$ cat src/rtl/tksd_pkg.sv
`timescale 1ns / 1ps
// Shared types, codes and decode functions for the terminal key sequence decoder.
// No dependencies; imported by tksd_core and terminal_key_sequence_decoder.
package tksd_pkg;

    localparam int PREFIX_DEPTH = 5;
    localparam int BUF_DEPTH    = PREFIX_DEPTH + 1;
    localparam int WIN_DEPTH    = 5;

    localparam logic [7:0] BYTE_ESC    = 8'h1B;
    localparam logic [7:0] BYTE_CSI8   = 8'h9B;
    localparam logic [7:0] BYTE_SS3    = 8'h8F;
    localparam logic [7:0] BYTE_DEL    = 8'h7F;
    localparam logic [7:0] BYTE_SPACE  = 8'h20;
    localparam logic [7:0] BYTE_LBRACK = 8'h5B;  // '['
    localparam logic [7:0] BYTE_O      = 8'h4F;  // 'O'
    localparam logic [7:0] BYTE_M      = 8'h4D;  // 'M'
    localparam logic [7:0] BYTE_TILDE  = 8'h7E;  // '~'

    localparam logic [5:0] KEY_DELETE  = 6'd43;

    typedef enum logic [1:0] {
        KIND_PRINT = 2'd0,
        KIND_CTRL  = 2'd1,
        KIND_NAMED = 2'd2,
        KIND_BAD   = 2'd3
    } t_kind;

    typedef logic [7:0] t_buf [BUF_DEPTH];

    // Decoder verdict: still open, invalid, lone byte, or a named key.
    typedef struct packed {
        logic       open;
        logic       bad;
        logic       lone;
        logic [5:0] key;
    } t_dec;

    typedef struct packed {
        logic       key_valid;
        t_kind      key_kind;
        logic [7:0] key_value;
        logic       mouse_valid;
        logic [7:0] mouse_button;
        logic [7:0] mouse_col;
        logic [7:0] mouse_row;
    } t_result;

    // Second byte of a two-digit function key sequence; bit 6 flags a match.
    function automatic logic [6:0] fkey_index(input logic [7:0] lead, input logic [7:0] d);
        logic [6:0] r;
        r = '0;
        case (lead)
            8'h31: begin
                if (d inside {[8'h37:8'h39]}) r = {1'b1, 6'(d - 8'h37) + 6'd5};
            end
            8'h32: begin
                case (d)
                    8'h30:   r = {1'b1, 6'd9};
                    8'h31:   r = {1'b1, 6'd10};
                    8'h33:   r = {1'b1, 6'd11};
                    8'h34:   r = {1'b1, 6'd12};
                    8'h35:   r = {1'b1, 6'd13};
                    8'h36:   r = {1'b1, 6'd14};
                    8'h38:   r = {1'b1, 6'd15};
                    8'h39:   r = {1'b1, 6'd16};
                    default: r = '0;
                endcase
            end
            8'h33: begin
                if (d inside {[8'h31:8'h34]}) r = {1'b1, 6'(d - 8'h31) + 6'd18};
            end
            default: r = '0;
        endcase
        return r;
    endfunction

    function automatic t_dec decode_csi(input logic [7:0] p0, input logic [7:0] p1,
                                        input logic [7:0] p2, input logic [7:0] p3,
                                        input logic esc);
        t_dec       d;
        logic [6:0] fk;
        d  = '0;
        fk = fkey_index(p0, p1);
        if (p0 == 8'h00) begin
            d.open = 1'b1;
        end else if (esc && p0 == BYTE_M) begin
            // mouse report shape: consumed as invalid once three more bytes arrive
            if (p1 != 8'h00 && p2 != 8'h00 && p3 != 8'h00) d.bad = 1'b1;
            else d.open = 1'b1;
        end else begin
            case (p0)
                8'h44: d.key = 6'd0;
                8'h42: d.key = 6'd1;
                8'h41: d.key = 6'd2;
                8'h43: d.key = 6'd3;
                default: begin
                    if (!(p0 inside {[8'h31:8'h36]})) begin
                        d.bad = 1'b1;
                    end else if (p1 == 8'h00) begin
                        d.open = 1'b1;
                    end else if (p1 == BYTE_TILDE) begin
                        case (p0)
                            8'h31:   d.key = 6'd4;
                            8'h32:   d.key = 6'd8;
                            8'h33:   d.key = esc ? 6'd27 : 6'd17;
                            8'h34:   d.key = 6'd22;
                            8'h35:   d.key = esc ? 6'd26 : 6'd23;
                            default: d.key = esc ? 6'd25 : 6'd24;
                        endcase
                    end else if (!fk[6]) begin
                        d.bad = 1'b1;
                    end else if (p2 == 8'h00) begin
                        d.open = 1'b1;
                    end else if (p2 == BYTE_TILDE) begin
                        d.key = fk[5:0];
                    end else begin
                        d.bad = 1'b1;
                    end
                end
            endcase
        end
        return d;
    endfunction

    function automatic t_dec decode_ss3(input logic [7:0] c, input logic esc);
        t_dec d;
        d = '0;
        if (c == 8'h00) begin
            d.open = 1'b1;
        end else if (c inside {[8'h70:8'h79]}) begin
            d.key = 6'(c - 8'h70) + 6'd28;
        end else begin
            case (c)
                8'h6C:   d.key = 6'd25;
                8'h6D:   d.key = esc ? 6'd42 : 6'd26;
                8'h6E:   d.key = 6'd27;
                8'h4D:   d.key = 6'd38;
                8'h50:   d.key = 6'd39;
                8'h51:   d.key = 6'd40;
                8'h52:   d.key = 6'd41;
                8'h53:   d.key = 6'd42;
                8'h6F: begin
                    if (esc) d.key = 6'd40;
                    else d.bad = 1'b1;
                end
                8'h6A: begin
                    if (esc) d.key = 6'd41;
                    else d.bad = 1'b1;
                end
                default: d.bad = 1'b1;
            endcase
        end
        return d;
    endfunction

    // b: prefix plus new byte, zero past the end.
    function automatic t_dec decode_seq(input t_buf b);
        t_dec d;
        d = '0;
        if (b[0] == BYTE_CSI8) begin
            d = decode_csi(b[1], b[2], b[3], b[4], 1'b0);
        end else if (b[0] == BYTE_SS3) begin
            d = decode_ss3(b[1], 1'b0);
        end else if (b[0] == BYTE_ESC) begin
            if (b[1] == 8'h00) d.open = 1'b1;
            else if (b[1] == BYTE_LBRACK) d = decode_csi(b[2], b[3], b[4], b[5], 1'b1);
            else if (b[1] == BYTE_O) d = decode_ss3(b[2], 1'b1);
            else d.bad = 1'b1;
        end else if (b[0] == BYTE_DEL) begin
            d.key = KEY_DELETE;
        end else if (b[0] <= BYTE_TILDE) begin
            d.lone = 1'b1;
        end else begin
            d.bad = 1'b1;
        end
        return d;
    endfunction

endpackage

$ cat src/rtl/tksd_core.sv
`timescale 1ns / 1ps
// Escape prefix store, mouse window and the combinational byte decoder.
// Depends on tksd_pkg.
module tksd_core (
    input  logic              i_clk,
    input  logic              i_rst_n,
    input  logic              i_fire,
    input  logic [7:0]        i_byte,
    input  logic              i_mouse_en,
    output tksd_pkg::t_result o_res
);
    import tksd_pkg::*;

    logic [7:0] r_prefix [PREFIX_DEPTH];
    logic [7:0] n_prefix [PREFIX_DEPTH];
    logic [2:0] r_len, n_len;
    logic [7:0] r_win [WIN_DEPTH];
    logic [7:0] n_win [WIN_DEPTH];

    t_buf    buf_w;
    t_dec    dec;
    t_result res;

    always_comb begin
        // prefix beyond r_len is always zero, so only the new byte needs placing
        for (int i = 0; i < BUF_DEPTH; i++) begin
            if (i < PREFIX_DEPTH) buf_w[i] = r_prefix[i];
            else buf_w[i] = 8'h00;
            if (3'(i) == r_len) buf_w[i] = i_byte;
        end
        dec = decode_seq(buf_w);

        res = '0;
        n_len = r_len;
        for (int i = 0; i < PREFIX_DEPTH; i++) n_prefix[i] = r_prefix[i];
        for (int i = 0; i < WIN_DEPTH; i++) n_win[i] = r_win[i];

        if (i_mouse_en) begin
            if (r_win[0] == BYTE_ESC && r_win[1] == BYTE_LBRACK && r_win[2] == BYTE_M) begin
                res.mouse_valid  = 1'b1;
                res.mouse_button = r_win[3];
                res.mouse_col    = r_win[4];
                res.mouse_row    = i_byte;
            end
            for (int i = 0; i < WIN_DEPTH - 1; i++) n_win[i] = r_win[i + 1];
            n_win[WIN_DEPTH - 1] = i_byte;
        end

        if (i_byte != 8'h00) begin
            if (dec.open && r_len < 3'(PREFIX_DEPTH)) begin
                for (int i = 0; i < PREFIX_DEPTH; i++) begin
                    if (3'(i) == r_len) n_prefix[i] = i_byte;
                end
                n_len = r_len + 3'd1;
            end else begin
                res.key_valid = 1'b1;
                if (dec.bad || dec.open) begin
                    res.key_kind = KIND_BAD;
                end else if (dec.lone) begin
                    res.key_value = i_byte;
                    res.key_kind  = (i_byte < BYTE_SPACE) ? KIND_CTRL : KIND_PRINT;
                end else begin
                    res.key_kind  = KIND_NAMED;
                    res.key_value = {2'b00, dec.key};
                end
                for (int i = 0; i < PREFIX_DEPTH; i++) n_prefix[i] = 8'h00;
                n_len = 3'd0;
            end
        end
    end

    always_ff @(posedge i_clk) begin
        if (!i_rst_n) begin
            r_len <= 3'd0;
            for (int i = 0; i < PREFIX_DEPTH; i++) r_prefix[i] <= 8'h00;
            for (int i = 0; i < WIN_DEPTH; i++) r_win[i] <= 8'h00;
        end else if (i_fire) begin
            r_len <= n_len;
            for (int i = 0; i < PREFIX_DEPTH; i++) r_prefix[i] <= n_prefix[i];
            for (int i = 0; i < WIN_DEPTH; i++) r_win[i] <= n_win[i];
        end
    end

    assign o_res = res;

endmodule

$ cat src/rtl/terminal_key_sequence_decoder.sv
`timescale 1ns / 1ps
// Terminal key sequence decoder top: input register, decode core, result register.
// Depends on tksd_pkg and tksd_core.
//
//  channel  | valid       | stall       | payload
//  ---------+-------------+-------------+--------------------------------------
//  input    | i_in_valid  | o_in_stall  | i_data_byte
//  output   | o_out_valid | i_out_stall | o_key_*, o_mouse_*
//  config   | i_cfg_we    | (none)      | i_cfg_data (mouse_enable)
//
// One byte per cycle sustained while the output is not stalled; a byte waits in the
// input register and is decoded into the result register once that register can take it.
// Prefix and mouse window update in that same decode cycle, so the next byte
// sees them at once. Reset is synchronous and clears prefix, window and enable.
// A stalled output holds the result; the input register still takes one byte.
module terminal_key_sequence_decoder (
    input  logic       i_clk,
    input  logic       i_rst_n,
    input  logic       i_in_valid,
    output logic       o_in_stall,
    input  logic [7:0] i_data_byte,
    output logic       o_out_valid,
    input  logic       i_out_stall,
    output logic       o_key_valid,
    output logic [1:0] o_key_kind,
    output logic [7:0] o_key_value,
    output logic       o_mouse_valid,
    output logic [7:0] o_mouse_button,
    output logic [7:0] o_mouse_col,
    output logic [7:0] o_mouse_row,
    input  logic       i_cfg_we,
    input  logic       i_cfg_data
);
    import tksd_pkg::*;

    logic       r_in_valid;
    logic [7:0] r_in_byte;
    logic       r_out_valid;
    t_result    r_res;
    logic       r_mouse_en;
    t_result    core_res;
    logic       fire;
    logic       in_take;

    assign fire    = r_in_valid && (!r_out_valid || !i_out_stall);
    assign in_take = i_in_valid && !o_in_stall;
    assign o_in_stall = r_in_valid && !fire;

    tksd_core u_core (
        .i_clk      (i_clk),
        .i_rst_n    (i_rst_n),
        .i_fire     (fire),
        .i_byte     (r_in_byte),
        .i_mouse_en (r_mouse_en),
        .o_res      (core_res)
    );

    always_ff @(posedge i_clk) begin
        if (!i_rst_n) begin
            r_in_valid  <= 1'b0;
            r_out_valid <= 1'b0;
            r_mouse_en  <= 1'b0;
        end else begin
            if (i_cfg_we) r_mouse_en <= i_cfg_data;
            if (in_take) r_in_valid <= 1'b1;
            else if (fire) r_in_valid <= 1'b0;
            if (fire) r_out_valid <= 1'b1;
            else if (!i_out_stall) r_out_valid <= 1'b0;
        end
    end

    always_ff @(posedge i_clk) begin
        if (in_take) r_in_byte <= i_data_byte;
        if (fire) r_res <= core_res;
    end

    assign o_out_valid    = r_out_valid;
    assign o_key_valid    = r_res.key_valid;
    assign o_key_kind     = r_res.key_kind;
    assign o_key_value    = r_res.key_value;
    assign o_mouse_valid  = r_res.mouse_valid;
    assign o_mouse_button = r_res.mouse_button;
    assign o_mouse_col    = r_res.mouse_col;
    assign o_mouse_row    = r_res.mouse_row;

`ifndef SYNTH
    a_bad_value_zero: assert property (@(posedge i_clk) disable iff (!i_rst_n)
        (o_out_valid && o_key_valid && o_key_kind == KIND_BAD) |-> (o_key_value == 8'h00))
        else $error("invalid sequence result carries a nonzero value");

    a_no_key_fields_zero: assert property (@(posedge i_clk) disable iff (!i_rst_n)
        (o_out_valid && !o_key_valid) |-> (o_key_kind == KIND_PRINT && o_key_value == 8'h00))
        else $error("key fields set without a key");

    a_no_mouse_fields_zero: assert property (@(posedge i_clk) disable iff (!i_rst_n)
        (o_out_valid && !o_mouse_valid)
            |-> (o_mouse_button == 8'h00 && o_mouse_col == 8'h00 && o_mouse_row == 8'h00))
        else $error("mouse fields set without a mouse report");

    a_mouse_needs_enable: assert property (@(posedge i_clk) disable iff (!i_rst_n)
        fire |=> (!r_res.mouse_valid || $past(r_mouse_en)))
        else $error("mouse report while mouse reporting disabled");

    a_stalled_input_held: assert property (@(posedge i_clk) disable iff (!i_rst_n)
        (r_in_valid && !fire) |=> (r_in_valid && $stable(r_in_byte)))
        else $error("held input byte lost or changed");
`endif

endmodule

$ cat config.mk
export PLATFORM = sky130hd
export DESIGN_NAME = terminal_key_sequence_decoder
export DESIGN_NICKNAME = d
export VERILOG_FILES = /design/src/rtl/tksd_pkg.sv /design/src/rtl/tksd_core.sv /design/src/rtl/terminal_key_sequence_decoder.sv
export SDC_FILE = /design/constraint.sdc
export NUM_CORES = 1
export LEC_CHECK = 0
export BUFFER_PORTS_ARGS = -buffer_cell sky130_fd_sc_hd__buf_4
export CAP_MARGIN = 15
export CORE_MARGIN = 4
export CORE_UTILIZATION = 45
export CTS_BUF_LIST = sky130_fd_sc_hd__clkbuf_8
export DETAILED_ROUTE_END_ITERATION = 10
export HOLD_SLACK_MARGIN = 0.12
export PLACE_DENSITY = 0.68
export REMOVE_ABC_BUFFERS = 1
export SKIP_LAST_GASP = 1
export SLEW_MARGIN = 30
export SYNTH_ARGS = -nofsm -noshare
export SYNTH_HDL_FRONTEND = slang
export SYNTH_SLANG_ARGS = --single-unit
$ cat constraint.sdc
create_clock -name i_clk -period 5.3 [get_ports i_clk]
set_input_delay 0 -clock i_clk [delete_from_list [all_inputs] [get_ports i_clk]]
set_output_delay 0 -clock i_clk [all_outputs]
set_load 0.01 [all_outputs]
==> summary.txt, run 1 <==
Die
  – I/O pin cnt: 52
  – CORE AREA: 18700 µm²
  – FP Rows: 50
  – Die area: 21300 µm²
  – Die W: 146 µm
  – Initial core utilization: 0.457
  – Die Ht: 146 µm

Placement
  – Port bufs: 51
  – RD Place Congestion: 1.03
  – Dpl hpwl: 19500 µm

Logic synthesis
  – Yosys warns: 0
  – Mean post-synth cell area: 9.69 µm²
  – Synthesized area: 8540 µm²
  – Synth Instances: 882
  – Sequential area share after synthesis: 0.450
  – #FFs+latches synth: 130
  – Fraction of registers with async set/reset: 0
  – EDFF count, synth: 124
  – Synth unique cells: 80
  – Top_reg_cell synth: edfxtp_1

Route
  – Detail Route Antenna Nets: 0
  – DR WL/cell: 22.3 µm
  – Via count: 7412
  – # DRC: 0
  – Final wirelength: 26700 µm
  – DR pass1 iterations: 5
  – Vias per cell: 6.21
  – DRT iter0 DRCs: 990

Clock network
  – Setup Fix Bufs, Post-CTS: 0
  – Clock Latency Late Sink: 0.45 ns
  – Worst-path clk slew: 0.08 ns
  – TritonCTS clock tree: done
  – Inserted Clock Buffers: 17
  – Root Buffer: clkbuf_8
  – Clock Sinks: 130
  – Clock Path Buffers: 2
  – H-tree depth: 4

Power and ir drop
  – Peak VDD IR: 0.159 mV
  – Total Power: 2.30 mW
  – Leak: 3.49 nW
  – PD cells: 235 nW/µm²

Hold path
  – Type of the worst min-delay path: input pin to flop
  – Worst Hold Launch: i_data_byte[2]
  – Worst Hold Path EP: r_in_byte[2]
  – Hold path cells: 2

Setup path
  – Crit path DAT: 5.09 ns
  – Most used cell, CP: a21oi_1
  – R2r endpoint: o_key_value[3]
  – Worst setup SP type: flop
  – Kind of critical path: flop to flop
  – Worst reg-to-reg setup slack: 0.46 ns
  – Max FO, Critical Path: 18
  – CP required: 5.55 ns
  – Worst Reg2Reg Path Length in Cells: 13
  – CP endpoint kind: flop
  – CP max stage delay: 0.67 ns
  – Slowest cell on the critical path: dfxtp_1
  – Worst r2r src: u_core.r_len[2]
  – Crit path cell chain: nand2b_1, nor2_1, a21oi_1, inv_1, ha_1, nand2_1, a211oi_1, a221oi_1, a21oi_1, a21oi_1, a22oi_1, a311o_1, a2111oi_2

Timing
  – Fin crit period: 4.84 ns
  – Slew Viols, Final: 0
  – Post-route setup TNS: 0 ns
  – Worst Clk Skew: 0.0155 ns
  – Max_slew headroom: 0.281
  – Setup-failing EPs final: 0
  – Final worst path period share: 0.913
  – Final hold vios: 0
  – Slew @ Worst Pin: 1.06 ns
  – RSZ-0062 raised after global routing: no
  – Max frequency: 0.207 GHz
  – Hold WS: 0.294 ns

Global route
  – GR Util met3: 0.0498
  – Total grt overflow: 0
  – Pin count of the biggest net entering global routing: 39
  – Global Route Usage Sum: 0.248
  – Vias in the first global route: 7073
  – Antenna violations before repair: 1
  – First-pass GRT wire length: 41300 µm
  – Met2 Usage GRT: 0.389
  – Grt met1 use: 0.340
  – Top Usage Layer GRT: met2

Final layout
  – Most common cell after layout, fill and taps aside: edfxtp_1
  – Synthesis-to-layout area growth: 14.4%
  – Antenna diodes: 0
  – Share of post-route cells with drive strength above 1: 0.156
  – Commonest non-fill, non-tap cells in the layout: edfxtp_1, nand2_1, nor2_1, buf_4, and2_1
  – Nets@finish: 987

Job
  – Maxcap violations: 0

Outcome
  – Status: complete, no violations
-- critical path, delay by kind of cell, from the launching register on --
family	cells	cell delay, ns
AO/OA/AOI/OAI	8	2.60
adder cells (fa/ha/maj)	1	0.38
buffers and inverters	1	0.28
flip-flops	1	0.67
AND/OR/NAND/NOR	3	0.67
-- timing repair --
item                                   4_1_cts  5_1_grt
setup endpoints to repair                    0        6
endpoints found under the hold margin       21        0
hold buffers                                16        0
resized for setup                            0        2
-- final cells by class --
type | instances | area (µm²)
fill | 1679 | 8930
multi-input combinational | 673 | 4400
sequential | 130 | 3840
timing repair buffer | 93 | 751
tap | 234 | 293
clock buffer | 17 | 234
clock inverter | 15 | 136
inverter | 32 | 120
-- per-stage QoR --
| stage | std cells | worst slack (ns) | utilization | cell area (µm²) |
|---|---|---|---|---|
| 3_3_place_gp | 1146 | 0.394 | 0.494 | 9240 |
| 2_1_floorplan | 835 | 0.821 | - | 8340 |
| 5_1_grt | 1194 | 0.0496 | 0.523 | 9770 |
| 6_report | 1194 | 0.459 | 0.523 | 9770 |
| 3_5_place_dp | 1146 | 0.374 | 0.494 | 9240 |
| 4_1_cts | 1194 | 0.364 | 0.522 | 9770 |
-- logic make-up (layout without fill, tap and decap cells) --
family | after synthesis | after routing | synth area share
other cells | 1 | 3 | 0.000439
fa+ha+maj | 26 | 26 | 0.0381
flops | 130 | 130 | 0.450
xor+xnor | 6 | 6 | 0.00615
mux | 42 | 42 | 0.0567
simple gates | 400 | 400 | 0.248
compound gates | 196 | 196 | 0.162
buf+inv | 81 | 157 | 0.0385
-- per-layer routing --
| layer | up-vias | wire length, µm |
|---|---|---|
| met5 | - | 11 |
| met4 | 2 | 843 |
| met3 | 65 | 1830 |
| met2 | 308 | 12400 |
| met1 | 3594 | 11600 |
| li1 | 3443 | - |
-- how the worst max path moves through the flow --
stage | cells after the start | start | end
finish | 13 | u_core.r_len[2] | o_key_value[3]
global route | 15 | u_core.r_len[0] | o_key_value[3]
CTS | 14 | u_core.r_len[0] | o_key_value[3]
detailed placement | 14 | u_core.r_len[0] | o_key_value[3]
global placement | 14 | u_core.r_len[0] | o_key_value[2]
floorplan | 14 | u_core.r_len[0] | u_core.r_prefix[0][20]
-- state kept, by name (all words and copies together) (netlist names) --
register and flops:
o_mouse_valid 1, o_key_kind 2, r_in_byte 8, o_key_valid 1
u_core.r_len 3, u_core.r_win 40, r_in_valid 1, o_mouse_row 8
o_key_value 8, r_mouse_en 1, o_mouse_col 8, o_mouse_button 8
o_out_valid 1, u_core.r_prefix 40
-- Yosys cell counts, types with 5 or more instances --
master / number / area share
edfxtp_1: 124 / 0.44
nand2_1: 93 / 0.041
nor2_1: 81 / 0.036
and2_1: 65 / 0.048
a21oi_1: 47 / 0.028
nor3_1: 38 / 0.022
clkbuf_1: 37 / 0.016
inv_1: 31 / 0.014
o21ai_0: 30 / 0.018
ha_1: 26 / 0.038
mux2i_1: 26 / 0.030
nand3_1: 21 / 0.012
nand2b_1: 18 / 0.013
a211oi_1: 16 / 0.014
nor4_1: 12 / 0.0088
a31oi_1: 11 / 0.0081
nor2b_1: 11 / 0.0081
o211ai_1: 10 / 0.0088
o31ai_1: 10 / 0.0088
mux2_2: 9 / 0.012
a22oi_1: 8 / 0.0070
buf_2: 8 / 0.0047
nand4_1: 8 / 0.0059
and3_1: 7 / 0.0051
dfxtp_1: 6 / 0.014
nand3b_1: 6 / 0.0053
a32oi_1: 5 / 0.0051
o2111ai_1: 5 / 0.0051
o22ai_1: 5 / 0.0037
or2_2: 5 / 0.0037
-- report_power, final --
part	total, mW	switching (mW)	internal, mW
Sequential	1.21	0.0323	1.18
Combinational	0.292	0.190	0.103
Clock	0.799	0.454	0.345
Power figures use the tool's default switching activity.
==> run 2: changes to the inputs <==
- clock period: 5.3 -> 5.15 ns (I/O delays scaled with it)
==> run 2 against run 1 <==
First-iteration DRC count decreased by 22%. Worst hold slack got worse by 0.016 ns. Global-route usage decreased by 0.19 points. Clock skew about the same. Largest power group unchanged.
==> summary.txt, run 2 (same netlist as run 1, synthesis figures left out) <==
Setup path
  – Max FO, Critical Path: 18 (unchanged)
  – Kind of critical path: flop to flop (unchanged)
  – Slowest cell on the critical path: ha_1 (was dfxtp_1)
  – Worst reg-to-reg setup slack: 0.55 ns (was 0.46 ns)
  – Crit path cell chain: inv_1, ha_1, nand2b_1, nor2_1, a21oi_1, ha_1, inv_1, mux2i_1, nand2_1, a21oi_1, nor2_1, o41a_1, a311o_1, a2111oi_2 (was nand2b_1, nor2_1, a21oi_1, inv_1, ha_1, nand2_1, a211oi_1, a221oi_1, a21oi_1, a21oi_1, a22oi_1, a311o_1, a2111oi_2)
  – Crit-path leading delay family: compound AO/OA/AOI/OAI gates (unchanged)
  – Buf/Inv on CP: 2 (was 1)
  – CP endpoint kind: flop (unchanged)
  – Worst r2r src: u_core.r_len[0] (was u_core.r_len[2])
  – CP required: 5.41 ns (was 5.55 ns)
  – Worst Reg2Reg Path Length in Cells: 14 (was 13)
  – Crit path DAT: 4.86 ns (was 5.09 ns)
  – CP max stage delay: 0.64 ns (was 0.67 ns)
  – Worst setup SP type: flop (unchanged)
  – R2r endpoint: o_key_value[2] (was o_key_value[3])

Clock network
  – Inserted Clock Buffers: 17 (unchanged)
  – Clock Path Buffers: 2 (unchanged)
  – Root Buffer: clkbuf_8 (unchanged)
  – TritonCTS clock tree: done (unchanged)
  – # resized after CTS: 0 (unchanged)
  – Clock Latency Late Sink: 0.45 ns (about the same)
  – Worst-path clk slew: 0.09 ns (was 0.08 ns)
  – H-tree depth: 4 (unchanged)
  – Clock Sinks: 130 (unchanged)

Placement
  – Dpl hpwl: 19300 µm (was 19500 µm)
  – Port bufs: 51 (unchanged)
  – Pre-CTS setup slack: 0.605 ns (was 0.374 ns)
  – RD Place Congestion: 1.01 (was 1.03)
  – DP Cell Count: 1151 (was 1146)

Final layout
  – Filler instances: 1693 (was 1679)
  – Nets@finish: 992 (was 987)
  – Antenna diodes: 0 (unchanged)
  – Share of post-route cells with drive strength above 1: 0.156 (about the same)
  – Finished Core Util: 0.524 (was 0.523)
  – Top Registers: u_core.r_prefix x40, u_core.r_win x40 (unchanged)
  – Final Non-Filler Cells: 1199 (was 1194)
  – Synthesis-to-layout area growth: 14.7% (was 14.4%)
  – Commonest non-fill, non-tap cells in the layout: edfxtp_1, nand2_1, buf_4, nor2_1, and2_1 (was edfxtp_1, nand2_1, nor2_1, buf_4, and2_1)
  – Most common cell after layout, fill and taps aside: edfxtp_1 (unchanged)

Timing
  – Max_slew headroom: 0.377 (was 0.281)
  – Slew Viols, Final: 0 (unchanged)
  – Setup-failing EPs final: 0 (unchanged)
  – Final hold vios: 0 (unchanged)
  – Worst Clk Skew: 0.0159 ns (was 0.0155 ns)
  – Final worst path period share: 0.894 (was 0.913)
  – Slew @ Worst Pin: 0.923 ns (was 1.06 ns)
  – Worst Setup Slack, final: 0.546 ns (was 0.459 ns)
  – Max frequency: 0.217 GHz (was 0.207 GHz)
  – RSZ-0062 raised after global routing: no (unchanged)
  – Post-route setup TNS: 0 ns (unchanged)
  – Fin crit period: 4.60 ns (was 4.84 ns)

Power and ir drop
  – Combinational share of power: 0.122 (was 0.127)
  – Peak VDD IR: 0.191 mV (was 0.159 mV)
  – Reg power frac: 0.525 (about the same)
  – Switching power: 0.673 mW (was 0.676 mW)
  – Clock power frac: 0.353 (was 0.348)
  – PD cells: 243 nW/µm² (was 235 nW/µm²)
  – Internal Power: 1.71 mW (was 1.62 mW)
  – Sw Share: 0.282 (was 0.294)
  – Total Power: 2.38 mW (was 2.30 mW)
  – Leak: 3.52 nW (was 3.49 nW)

Die
  – CORE AREA: 18700 µm² (unchanged)
  – FP Rows: 50 (unchanged)
  – Die area: 21300 µm² (unchanged)
  – Initial core utilization: 0.457 (unchanged)
  – Die W: 146 µm (unchanged)
  – I/O pin cnt: 52 (unchanged)
  – Die Ht: 146 µm (unchanged)

Route
  – Via count: 7421 (was 7412)
  – # DRC: 0 (unchanged)
  – DRT iter0 DRCs: 769 (was 990)
  – Final wirelength: 26400 µm (was 26700 µm)
  – DR WL/cell: 22.0 µm (was 22.3 µm)
  – Detail Route Antenna Nets: 0 (unchanged)
  – DR pass1 iterations: 6 (was 5)
  – Vias per cell: 6.19 (was 6.21)

Hold path
  – Worst Hold Path EP: r_in_byte[7] (was r_in_byte[2])
  – Hold path cells: 2 (unchanged)
  – Type of the worst min-delay path: input pin to flop (unchanged)
  – Worst Hold Launch: i_data_byte[7] (was i_data_byte[2])

Outcome
  – Status: complete, no violations (unchanged)

Global route
  – Total grt overflow: 0 (unchanged)
  – Pin count of the biggest net entering global routing: 39 (unchanged)
  – First-pass GRT wire length: 41000 µm (was 41300 µm)
  – Global Route Usage Sum: 0.246 (was 0.248)
  – Antenna violations before repair: 0 (was 1)
  – Vias in the first global route: 7092 (was 7073)

Job
  – Maxcap violations: 0 (unchanged)
[run 2: cell types whose count changed in the layout (fill, tap and decap cells not counted)]
| cell | previous run | this run |
|---|---|---|
| clkinv_4 | 3 | 5 |
| buf_4 | 76 | 82 |
| clkinv_1 | 0 | 1 |
| ha_1 | 25 | 26 |
| ha_2 | 1 | 0 |
| a31oi_1 | 10 | 11 |
| nor2b_1 | 10 | 11 |
| inv_8 | 4 | 1 |
| a31oi_2 | 1 | 0 |
| buf_12 | 1 | 0 |
| bufinv_16 | 0 | 1 |
| clkinvlp_4 | 1 | 0 |
| nor2b_2 | 1 | 0 |
[run 2: worst max-delay path by stage]
stage / slack, ns / cells past startpoint / start / end
global placement: 0.77 / 14 / u_core.r_len[0] / o_key_value[2]
detailed placement: 0.60 / 14 / u_core.r_len[0] / o_key_value[2]
CTS: 0.55 / 14 / u_core.r_len[0] / o_key_value[2]
global route: 0.12 / 14 / u_core.r_len[0] / o_key_value[3]
floorplan: 0.67 / 14 / u_core.r_len[0] / u_core.r_prefix[0][20]
finish: 0.55 / 14 / u_core.r_len[0] / o_key_value[2]
[run 2: stage by stage]
| stage | hold WS [ns] | cell area, µm² |
|---|---|---|
| after floorplan | 0.0989 | 8340 |
| after global placement | 0.181 | 9260 |
| after detailed placement | 0.181 | 9260 |
| after CTS | 0.256 | 9800 |
| after global routing | 0.259 | 9800 |
| final | 0.278 | 9800 |
[run 2: power by group through the flow]
stage | Clock, mW | Combinational [mW] | Sequential, mW
6_report | 0.841 | 0.292 | 1.25
5_1_grt | 0.908 | 0.315 | 1.26
4_1_cts | 0.860 | 0.288 | 1.25
3_5_place_dp | 0 | 0.277 | 1.27
3_3_place_gp | 0 | 0.278 | 1.27
2_1_floorplan | 0 | 0.158 | 1.27
[run 2: final cells by class]
class	instances	area, µm²	area share
clock inverters	15	146	0.0149
well taps	234	293	0.0299
clock buffers	17	234	0.0239
inverters	32	120	0.0123
repair buffers	98	776	0.0792
multi-input cells	673	4390	0.448
flip-flops and latches	130	3840	0.392
[run 2: per-layer routing]
metal | wire, µm | GRT usage
met3 | 2060 | 0.0576
met4 | 971 | 0.0897
met5 | 0 | 0
met1 | 11300 | 0.332
met2 | 12100 | 0.388
[run 2: repair_timing]
action                                 4_1_cts  5_1_grt
endpoints found under the hold margin       21        0
setup buffers                                0        0
hold buffers                                16        0
[run 2: worst reg2reg max path: cells and delay by family (launching register included)]
kind | cells | cell delay (ns)
AO/OA/AOI/OAI | 5 | 1.88
adder cells (fa/ha/maj) | 2 | 0.89
AND/OR/NAND/NOR | 4 | 0.64
flip-flops | 1 | 0.42
buffers and inverters | 2 | 0.29
multiplexers | 1 | 0.29
